**src/design/chained_hash_table_defines.svh**
```systemverilog
// Assertion macros used by the hash table sequencer.
`ifndef CHAINED_HASH_TABLE_DEFINES_SVH
`define CHAINED_HASH_TABLE_DEFINES_SVH

// Same-cycle implication, ignored while reset is applied.
`define CHT_ASSERT_NOW(label, clk, rst_n, ante, cons) \
  label: assert property (@(posedge clk) disable iff (!(rst_n)) (ante) |-> (cons)) \
    else $error("assertion failed");

// Next-cycle implication, ignored while reset is applied.
`define CHT_ASSERT_NEXT(label, clk, rst_n, ante, cons) \
  label: assert property (@(posedge clk) disable iff (!(rst_n)) (ante) |=> (cons)) \
    else $error("assertion failed");

`endif

```
**src/design/cht_pkg.sv**
```systemverilog
package cht_pkg;

  // Fixed field widths
  localparam int unsigned KEY_W = 8;
  localparam int unsigned VAL_W = 32;
  localparam int unsigned CNT_W = 4;

  // Defaults for the top-level parameters
  localparam int unsigned BUCKETS_DEF      = 5;
  localparam int unsigned BUCKET_DEPTH_DEF = 8;

  // Request kind codes
  localparam logic KIND_INSERT = 1'b0;
  localparam logic KIND_SEARCH = 1'b1;

  typedef struct packed {
    logic                    kind;
    logic [KEY_W-1:0]        key;
    logic signed [VAL_W-1:0] value;
  } cht_req_t;

  typedef struct packed {
    logic                    found;
    logic signed [VAL_W-1:0] result_value;
    logic                    dropped;
  } cht_rsp_t;

  // One stored entry
  typedef struct packed {
    logic [KEY_W-1:0] key;
    logic [VAL_W-1:0] value;
  } cht_entry_t;

  // Entry memory port control
  typedef struct packed {
    logic wr;
    logic rd;
  } cht_mem_ctl_t;

endpackage

```
**src/design/cht_mem.sv**
```systemverilog
module cht_mem #(
  parameter int unsigned SLOTS  = 40,
  parameter int unsigned ADDR_W = 6
) (
  input  logic                 clk_i,
  input  cht_pkg::cht_mem_ctl_t ctl_i,
  input  logic [ADDR_W-1:0]    addr_i,
  input  cht_pkg::cht_entry_t  wdata_i,
  output cht_pkg::cht_entry_t  rdata_o
);
  import cht_pkg::*;

  cht_entry_t mem [SLOTS];
  cht_entry_t rdata_q;

  // Single port: write or registered read
  always_ff @(posedge clk_i) begin
    if (ctl_i.wr) begin
      mem[addr_i] <= wdata_i;
    end
    if (ctl_i.rd) begin
      rdata_q <= mem[addr_i];
    end
  end

  assign rdata_o = rdata_q;

endmodule

```
**src/design/cht_seq.sv**
```systemverilog
`include "chained_hash_table_defines.svh"

module cht_seq #(
  parameter int unsigned BUCKETS      = 5,
  parameter int unsigned BUCKET_DEPTH = 8,
  parameter int unsigned ADDR_W       = 6
) (
  input  logic                  clk_i,
  input  logic                  rst_ni,
  input  logic                  start,
  output logic                  busy,
  input  cht_pkg::cht_req_t     req_i,
  output logic                  done_o,
  output cht_pkg::cht_rsp_t     rsp_o,
  output cht_pkg::cht_mem_ctl_t mem_ctl_o,
  output logic [ADDR_W-1:0]     mem_addr_o,
  output cht_pkg::cht_entry_t   mem_wdata_o,
  input  cht_pkg::cht_entry_t   mem_rdata_i
);
  import cht_pkg::*;

  localparam int unsigned BKT_W = (BUCKETS > 1) ? $clog2(BUCKETS) : 1;
  localparam logic [CNT_W-1:0] DEPTH_C = CNT_W'(BUCKET_DEPTH);

  typedef enum logic [1:0] {
    S_IDLE,
    S_SETUP,
    S_SCAN
  } state_e;

  state_e             state_q;
  logic               kind_q;
  logic [KEY_W-1:0]   key_q;
  logic [VAL_W-1:0]   value_q;
  logic [BKT_W-1:0]   bucket_q;
  logic [ADDR_W-1:0]  base_q;
  logic [CNT_W-1:0]   scan_q;
  logic               pend_q;
  logic               done_q;
  cht_rsp_t           rsp_q;
  logic [CNT_W-1:0]   cnt_q [BUCKETS];

  logic [BKT_W-1:0]   bkt_lut [256];
  logic [CNT_W-1:0]   cnt_cur;
  logic [CNT_W-1:0]   fill;
  logic [ADDR_W-1:0]  base_now;
  logic [CNT_W-1:0]   scan_dec;
  logic               hit;
  logic               full;
  logic               accept;

  // Bucket of every key, worked out at elaboration
  for (genvar g = 0; g < 256; g++) begin : g_lut
    assign bkt_lut[g] = BKT_W'(g % BUCKETS);
  end

  // Fill of the current bucket, its base slot, the key compare and request accept
  always_comb begin
    cnt_cur  = cnt_q[bucket_q];
    fill     = (cnt_cur > DEPTH_C) ? DEPTH_C : cnt_cur;
    full     = (fill >= DEPTH_C);
    base_now = ADDR_W'(int'(bucket_q) * BUCKET_DEPTH);
    scan_dec = scan_q - 1'b1;
    hit      = pend_q && (mem_rdata_i.key == key_q);
    accept   = start && !busy;
  end

  // Entry memory port: insert write in setup, one read per scan step
  always_comb begin
    mem_ctl_o.wr      = (state_q == S_SETUP) && (kind_q == KIND_INSERT) && !full;
    mem_ctl_o.rd      = (state_q == S_SCAN) && !hit && (scan_q != '0);
    mem_addr_o        = (state_q == S_SETUP) ? base_now + ADDR_W'(fill)
                                             : base_q + ADDR_W'(scan_dec);
    mem_wdata_o.key   = key_q;
    mem_wdata_o.value = value_q;
  end

  // Sequencer, bucket counts and registered result
  always_ff @(posedge clk_i or negedge rst_ni) begin
    if (!rst_ni) begin
      state_q  <= S_IDLE;
      kind_q   <= KIND_INSERT;
      key_q    <= '0;
      value_q  <= '0;
      bucket_q <= '0;
      base_q   <= '0;
      scan_q   <= '0;
      pend_q   <= 1'b0;
      done_q   <= 1'b0;
      rsp_q    <= '0;
      for (int i = 0; i < BUCKETS; i++) begin
        cnt_q[i] <= '0;
      end
    end else begin
      done_q <= 1'b0;
      unique case (state_q)
        S_IDLE: begin
          if (accept) begin
            kind_q   <= req_i.kind;
            key_q    <= req_i.key;
            value_q  <= req_i.value;
            bucket_q <= bkt_lut[req_i.key];
            state_q  <= S_SETUP;
          end
        end
        S_SETUP: begin
          base_q <= base_now;
          scan_q <= fill;
          pend_q <= 1'b0;
          if (kind_q == KIND_INSERT) begin
            if (!full) begin
              cnt_q[bucket_q] <= fill + 1'b1;
            end
            rsp_q.found        <= 1'b0;
            rsp_q.result_value <= '0;
            rsp_q.dropped      <= full;
            done_q             <= 1'b1;
            state_q            <= S_IDLE;
          end else begin
            state_q <= S_SCAN;
          end
        end
        S_SCAN: begin
          priority if (hit) begin
            rsp_q.found        <= 1'b1;
            rsp_q.result_value <= mem_rdata_i.value;
            rsp_q.dropped      <= 1'b0;
            done_q             <= 1'b1;
            pend_q             <= 1'b0;
            state_q            <= S_IDLE;
          end else if (scan_q == '0) begin
            rsp_q              <= '0;
            done_q             <= 1'b1;
            pend_q             <= 1'b0;
            state_q            <= S_IDLE;
          end else begin
            scan_q <= scan_dec;
            pend_q <= 1'b1;
          end
        end
        default: begin
          state_q <= S_IDLE;
        end
      endcase
    end
  end

  assign busy   = (state_q != S_IDLE);
  assign done_o = done_q;
  assign rsp_o  = rsp_q;

  // Checks
  `CHT_ASSERT_NOW(a_done_idle, clk_i, rst_ni, done_q, state_q == S_IDLE)
  `CHT_ASSERT_NEXT(a_accept_busy, clk_i, rst_ni, accept, busy && !done_q)
  `CHT_ASSERT_NOW(a_wr_insert, clk_i, rst_ni, mem_ctl_o.wr, kind_q == KIND_INSERT && !mem_ctl_o.rd)
  `CHT_ASSERT_NOW(a_found_search, clk_i, rst_ni, done_q && rsp_q.found, kind_q == KIND_SEARCH && !rsp_q.dropped)
  `CHT_ASSERT_NOW(a_cnt_bound, clk_i, rst_ni, 1'b1, cnt_q[bucket_q] <= DEPTH_C)

endmodule

```
**src/design/chained_hash_table.sv**
```systemverilog
// Channel   Ports                     Direction  Transfer
// request   start, busy, req_i        in         start high while busy low
// result    done_o, rsp_o             out        done_o high for one cycle
//
// An insert keeps busy high for 1 cycle; the result strobes in the cycle after.
// A search keeps busy high until the scan of its bucket ends: the single entry
// memory port reads one slot of the bucket per cycle, newest first, and the
// shared key compare checks it in the cycle after; a hit ends the scan early.
// rst_ni clears the bucket fill counts at once; entries need no clearing.
// The receiver cannot stall: each result is valid only while done_o is high.
module chained_hash_table #(
  parameter int unsigned BUCKETS      = cht_pkg::BUCKETS_DEF,
  parameter int unsigned BUCKET_DEPTH = cht_pkg::BUCKET_DEPTH_DEF
) (
  input  logic              clk_i,
  input  logic              rst_ni,
  input  logic              start,
  output logic              busy,
  input  cht_pkg::cht_req_t req_i,
  output logic              done_o,
  output cht_pkg::cht_rsp_t rsp_o
);
  import cht_pkg::*;

  localparam int unsigned SLOTS  = BUCKETS * BUCKET_DEPTH;
  localparam int unsigned ADDR_W = (SLOTS > 1) ? $clog2(SLOTS) : 1;

  cht_mem_ctl_t      mem_ctl;
  logic [ADDR_W-1:0] mem_addr;
  cht_entry_t        mem_wdata;
  cht_entry_t        mem_rdata;

  // Sequencer with bucket counts and key compare
  cht_seq #(
    .BUCKETS      (BUCKETS),
    .BUCKET_DEPTH (BUCKET_DEPTH),
    .ADDR_W       (ADDR_W)
  ) u_seq (
    .clk_i       (clk_i),
    .rst_ni      (rst_ni),
    .start       (start),
    .busy        (busy),
    .req_i       (req_i),
    .done_o      (done_o),
    .rsp_o       (rsp_o),
    .mem_ctl_o   (mem_ctl),
    .mem_addr_o  (mem_addr),
    .mem_wdata_o (mem_wdata),
    .mem_rdata_i (mem_rdata)
  );

  // Key/value entry store
  cht_mem #(
    .SLOTS  (SLOTS),
    .ADDR_W (ADDR_W)
  ) u_mem (
    .clk_i   (clk_i),
    .ctl_i   (mem_ctl),
    .addr_i  (mem_addr),
    .wdata_i (mem_wdata),
    .rdata_o (mem_rdata)
  );

endmodule

```
**config.mk**
```make
export PLATFORM = sky130hd
export DESIGN_NAME = chained_hash_table
export DESIGN_NICKNAME = d
export VERILOG_FILES = /design/src/design/cht_pkg.sv /design/src/design/cht_mem.sv /design/src/design/cht_seq.sv /design/src/design/chained_hash_table.sv
export VERILOG_INCLUDE_DIRS = /design/src /design/src/design
export SDC_FILE = /design/constraint.sdc
export NUM_CORES = 2
export LEC_CHECK = 0
export BUFFER_PORTS_ARGS = -buffer_cell sky130_fd_sc_hd__buf_2
export CAP_MARGIN = 20
export CORE_MARGIN = 4
export CORE_UTILIZATION = 30
export CTS_CLUSTER_DIAMETER = 120
export DETAILED_ROUTE_END_ITERATION = 16
export GPL_TIMING_DRIVEN = 0
export PLACE_DENSITY_LB_ADDON = 0.25
export SYNTH_ARGS = -nofsm -noshare
export SYNTH_HDL_FRONTEND = slang
export SYNTH_SLANG_ARGS = --single-unit
```
**constraint.sdc**
```tcl
create_clock -name clk_i -period 6.9 [get_ports clk_i]
set_clock_uncertainty 0.1 [all_clocks]
set_input_delay 0 -clock clk_i [delete_from_list [all_inputs] [get_ports clk_i]]
set_output_delay 0 -clock clk_i [all_outputs]
set_load 0.005 [all_outputs]
```
# [After elaboration in Yosys (flattened, before gate mapping)]
# Memories as Yosys holds them, arrays and structs flattened. A register that Yosys moved wholly into a read port is not among the register bits.
# Index checks and enable logic that the tools add are counted.
[totals] romBits=768 mem_bits_rw=1600 n_memories=2 output_inout_bits=36 register_bits=106 wordCells=88
[op_classes] add_sub_neg=4 n_eq_ne=8 n_reduce_logical=21 n_lt_le_gt_ge=4 n_mux=29 n_bitwise=4
[memory_table] name="u_mem.mem" depth=40 word_bits=40 rd=1 rd_ports_with_merged_regs=1 write_ports=1 line_no="cht_mem.sv:13" source="cht_entry_t mem [SLOTS];"
[memory_table] name="(no name shown)" depth=256 word_bits=3 rd=1 rd_ports_with_merged_regs=1 write_ports=0 line_no="cht_seq.sv:102" source="bucket_q <= bkt_lut[req_i.key];"
[ops] cell="$mux W34" n=3
[ops] cell="$pmux W34 S2" n=1
[ops] cell="$mux W4" n=6
[ops] cell="$bwmux W20" n=1
[ops] cell="$add A6 B4 Y6" n=2
[ops] cell="$bmux W4 S3" n=1
[ops] cell="$demux W4 S3" n=1
[ops] cell="$not A8 Y9" n=1
[ops] cell="$reduce_and A3 Y1" n=3
[ops] cell="$eq A8 B8 Y1" n=1
[ops] cell="$ge A4 B4 Y1 const B" n=2
[ops] cell="$mux W2" n=4
[ops] cell="$pmux W4 S2" n=1
[ops] cell="$logic_and A1 B1 Y1" n=7
[ops] cell="$mux W1" n=7
[ops] cell="$mux W6" n=1
[ops] cell="$ne A2 B2 Y1 const B" n=3
[ops] cell="$pmux W2 S3" n=1
[ops] cell="$add A4 B1 Y4 const B" n=1
[ops] cell="$gt A4 B4 Y1 const B" n=1
[ops] cell="$logic_not A1 Y1" n=4
[ops] cell="$logic_not A4 Y1" n=1
[ops] cell="$lt A4 B1 Y1 const B" n=1
[ops] cell="$not A3 Y4" n=1
[ops] cell="11 further kinds" n=15

# [Longest topological paths before layout]
[logic_depth] word_depth=11 mapped_depth=16 ltp_nobuf=13

# [Modules after synthesis]
# From an unflattened synthesis, not the netlist that was laid out.
[unflattened] cells_unflattened=3884 hier_area_um2=68373.1
[modules_own_cells] mod="cht_mem" cells_each=3360 n_inst=1 area_each_um2=62667.6
[modules_own_cells] mod="cht_seq" cells_each=524 n_inst=1 area_each_um2=5705.5

# [Least setup slack after synthesis]
# Ideal clock, no wire load.
[synth_path] path_kind="register to register" from="register u_seq.bucket_q[2]" to="memory u_mem.mem[10][0] in the netlist's numbering, enable pin" required_ns=6.363 path_stages_with_launch=15 t_arrival_ns=4.364 slack_ns=1.999 n_path_buf=2 setup_ns=0.437 path_cell_list="dfrtp_1 -> mux2_2 -> and2_1 -> nor2_1 -> inv_1 -> ha_1 -> ha_1 -> xor2_1 -> nand2_1 -> o21a_1 -> clkbuf_1 -> and2_1 -> clkbuf_1 -> nand2_1 -> nor2_1"
[synth_between] elab_chain_len=11 elab_cells_between_ends=13
[synth_lines] element="start: declaration" line_no="cht_seq.sv:35" source="logic [BKT_W-1:0] bucket_q;"
[synth_lines] element="$not A3 Y4 (not written as such)" line_no="cht_seq.sv:59" source="cnt_cur = cnt_q[bucket_q];"
[synth_lines] element="$bmux W4 S3" line_no="cht_seq.sv:59"
[synth_lines] element="$mux W4 (not written as such) (2 in series)" line_no="cht_seq.sv:59"
[synth_lines] element="$gt A4 B4 Y1" line_no="cht_seq.sv:60" source="fill = (cnt_cur > DEPTH_C) ? DEPTH_C : cnt_cur;"
[synth_lines] element="$mux W4" line_no="cht_seq.sv:60"
[synth_lines] element="$ge A4 B4 Y1" line_no="cht_seq.sv:61" source="full = (fill >= DEPTH_C);"
[synth_lines] element="$logic_not A1 Y1" line_no="cht_seq.sv:70" source="mem_ctl_o.wr = (state_q == S_SETUP) && (kind_q == KIND_INSERT) && !full;"
[synth_lines] element="$logic_and A1 B1 Y1" line_no="cht_seq.sv:70"
[synth_lines] element="$mux W1" line_no="cht_mem.sv:18" source="if (ctl_i.wr) begin"
[synth_lines] element="$mux W1 (not written as such)" line_no="cht_mem.sv:19" source="mem[addr_i] <= wdata_i;"
[synth_lines] element="end: declaration" line_no="cht_mem.sv:13"
# Several ways; a longest one is shown, not always the timed one. The select of a mux whose other input is x is not followed.

# [Worst setup path after layout]
[layout_path] from="register u_seq.bucket_q[0]" to="register u_mem.rdata_o[7] (netlist name)"
[layout_between] elab_chain_len=8
[layout_lines] element="$not A3 Y4 (not written as such)" line_no="cht_seq.sv:59"
[layout_lines] element="$bmux W4 S3" line_no="cht_seq.sv:59"
[layout_lines] element="$mux W4 (not written as such) (2 in series)" line_no="cht_seq.sv:59"
[layout_lines] element="$gt A4 B4 Y1" line_no="cht_seq.sv:60"
[layout_lines] element="$mux W4" line_no="cht_seq.sv:60"
[layout_lines] element="$add A6 B4 Y6 (*)" line_no="cht_seq.sv:72" source="mem_addr_o = (state_q == S_SETUP) ? base_now + ADDR_W'(fill)"
[layout_lines] element="$mux W6 (*)" line_no="cht_seq.sv:72"
# Mark *: on every way between the ends. The rest lies on a longest branch, timed or not. The select of a mux whose other input is x is not followed.
# A chain may end at the register's enable or synchronous reset.

==> impl_results.md <==
- Synth-to-Final Area Change: 19.1%
- TritonCTS Buffers: 176
- Layout cell share with drive strength beyond 1: 0.148
- Distinct cells, synth: 68
- Mapped Cells: between 4000 and 5000
- Site Rows: 178
- Crit start category: flop
- First drt pass iteration count: 6
- Finished Core Util: 0.360
- Worst setup EP type: flop
- Largest net degree at the start of global routing: 69
- Hold crit path type: primary input to flop
- WL/cell: 34.3 um
- Syn Nets: 4554
- Drt total wl: 284 mm
- Sequential share of the synthesized area: 0.728
- Global route total overflow: 0
- Max_slew headroom: 0.142
- Cell Area, Synth: 71400 um^2
- Top_reg_cell synth: edfxtp_1
- Initial antenna violation count: 34
- Setup repair bufs after CTS: 0
- CTS sink count: 1749
- RR Startpoint: u_seq.bucket_q[0]$_DFFE_PN0P_
- I/O Pins: 80
- Vias per Instance: ~5.7
- Maximum fanout along the worst path: 10
- H-Tree Depth: 4
- Max-Cap Viols: 0
- Starting density of the core: 0.302
- Yosys reg bits: 1749
- Die extent in x: a little under 500 um
- Die area: ~250000 um^2
- Final Setup Violations: 0
- Flop2flop setup slack: 0.34 ns
- Initial DRC Count: 7346
- Max Fclk: 0.152 GHz
- Ys async rst share: 0.0623
- Clk buf depth: 3
- Final HPWL DP: 197 mm
- Critical path class: flop to flop
- EDFF count, synth: about 1600
- Nets: roughly 5000
- Latest clock arrival within the worst-skew pair: 0.83 ns
- Final Max Tran Viols: 0
- CTS root buffer: clkbuf_16
- CTS tree: built
- Hold Vio Cnt, Final: 0
- Hold depth: 4
- Die Y: 496 um
- CP required: 7.28 ns
- Number of global-route vias before repair: 43676
- Overall Global Routing Usage: 0.224
- # DRC: 0
- Min-Delay Endpoint: u_seq.key_q[1]$_DFFE_PN0P_
- Post-route ant nets: 0
- Status: completed
- WP data arrival: around 6.9 ns
- PortBufs: a little under 80
- Hold Path Origin: req_i[33]
- Reg2Reg Depth: 15
- RSZ-0062 raised after global routing: no
- Clock transition at path regs: 0.06 ns
- Period minus WS final: 6.56 ns
- Syn avg cell area: 15.9 um^2
- Worst r2r dst: u_mem.rdata_o[7]$_DFFE_PP_
- RD Place Congestion: 0.905
- Slew @ Worst Pin: 1.29 ns
- Crit share post-route: 0.951
- Detailed-route via count: around 47000
- First-pass GRT wire length: 379 mm
- Core area: 236000 um^2
- Yosys Warn Count: 0
-- layer usage --
layer,share of wire,GRT usage,vias to the layer above
li1,-,-,19008
met1,0.41,0.310,24357
met2,0.44,0.341,2896
met3,0.11,0.0581,503
met4,0.038,0.0782,6
met5,0.00012,0,-
-- through the flow --
stage / setup slack (ns) / TNS, ns / cells / area [um^2] / hold slack (ns)
floorplan: 2.00 / 0 / 4497 / 71400 / -0.396
global placement: -3.48 / -3777.42 / 7725 / 75700 / 0.132
detailed placement: 0.337 / 0 / 7848 / 78600 / -0.119
CTS: 0.300 / 0 / 8258 / 84900 / 0.0510
global route: 0.156 / 0 / 8266 / 85000 / 0.0905
finish: 0.338 / 0 / 8270 / 85000 / 0.0790
-- how the worst max path moves through the flow --
stage | from | end | slack, ns | cells after the start
2_1_floorplan | u_seq.bucket_q[2]$_DFFE_PN0P_ | u_mem.mem[10][0]$_DFFE_PP_ | 2.00 | 14
3_3_place_gp | u_seq.bucket_q[0]$_DFFE_PN0P_ | u_mem.mem[23][0]$_DFFE_PP_ | -3.48 | 14
3_5_place_dp | u_seq.bucket_q[0]$_DFFE_PN0P_ | u_mem.rdata_o[7]$_DFFE_PP_ | 0.34 | 15
4_1_cts | u_seq.bucket_q[0]$_DFFE_PN0P_ | u_mem.rdata_o[7]$_DFFE_PP_ | 0.30 | 15
5_1_grt | u_seq.bucket_q[0]$_DFFE_PN0P_ | u_mem.rdata_o[7]$_DFFE_PP_ | 0.16 | 15
6_report | u_seq.bucket_q[0]$_DFFE_PN0P_ | u_mem.rdata_o[7]$_DFFE_PP_ | 0.34 | 15
-- Yosys cell counts (all sizes together), types with 20 or more instances --
master | number | area (um^2)
edfxtp | 1640 | 49200
mux2 | 79 | 897
mux2i | 465 | 4650
dfrtp | 109 | 2730
nand3 | 20 | 100
a22o | 35 | 307
clkbuf | 203 | 762
buf | 160 | 955
o211ai | 236 | 1780
and3 | 313 | 1960
a21boi | 311 | 2340
a21oi | 51 | 278
nand2 | 87 | 329
nor2 | 107 | 402
a41oi | 74 | 648
o2111ai | 26 | 228
o21ai | 194 | 975
o22ai | 177 | 1110
-- layout by cell type, fill, tap and decap left out, drive strengths merged, types with 9 or more instances in the layout --
cell            n
buf           366
o211ai        236
clkinv         63
a211oi          9
o22ai         177
a221oi         14
nand3          20
nor2          107
clkbuf        442
a41oi          74
a21oi          51
dfrtp         109
o2111ai        26
nand2          87
a31oi          17
mux2i         465
xnor2          11
o21ai         194
dlygate4sd3    82
a21boi        311
inv            27
edfxtp       1640
nand4          14
mux2           79
ha             13
a22o           35
a22oi          12
and3          313
-- cell type report --
type | instances | area [um^2]
inverters | 17 | 63.8
clock buffers | 239 | 4840
clock inverters | 88 | 686
well taps | 3150 | 3940
fillers | 22394 | 151000
multi-input cells | 2368 | 17900
flip-flops and latches | 1749 | 52000
diodes | 8 | 20.0
repair buffers | 288 | 3810
plain buffers | 363 | 1720
-- worst max-delay path, stage by stage (launching register included) --
cell      delay [ns]
dfrtp_1         0.54
clkbuf_1        0.54
a211oi_1        0.18
nor2_1          0.31
inv_1           0.15
ha_1            0.21
ha_1            0.18
xor2_1          0.13
nand2_1         0.08
o21a_1          0.17
clkbuf_1        0.42
nand2_2         0.62
clkbuf_1        0.89
a41oi_1         0.44
a31oi_1         0.87
nand4_1         0.35
-- logic make-up (layout without fill, tap and decap cells) --
kind of cell	after synthesis	in the layout	share of synthesized area
adders and majority gates	13	13	0.00228
buffers and inverters	380	995	0.0249
other	0	8	0
and+or+nand+nor	580	580	0.0439
DFF	1749	1749	0.728
xor gates and xnor gates	15	15	0.00184
AOI/OAI and AO/OA	1212	1212	0.120
muxes	548	548	0.0790
-- sequential cells by signal, indices dropped and copies added, names as in the netlist --
register        flops
u_mem.rdata_o      40
u_seq.kind_q        1
u_seq.cnt_q        20
u_mem.mem        1600
u_seq.rsp_o        34
u_seq.state_q       2
u_seq.scan_q        4
u_seq.base_q        3
u_seq.value_q      32
u_seq.pend_q        1
u_seq.bucket_q      3
u_seq.done_o        1
u_seq.key_q         8
-- repair_timing --
action,CTS,global route
hold endpoints to repair,155,0
setup endpoints to repair,0,1
resized for setup,0,1
hold buffers,83,0
Power is left out: the tool's default activity adds up to more than one toggle a clock period on the data nets, which glitch-free logic cannot reach.
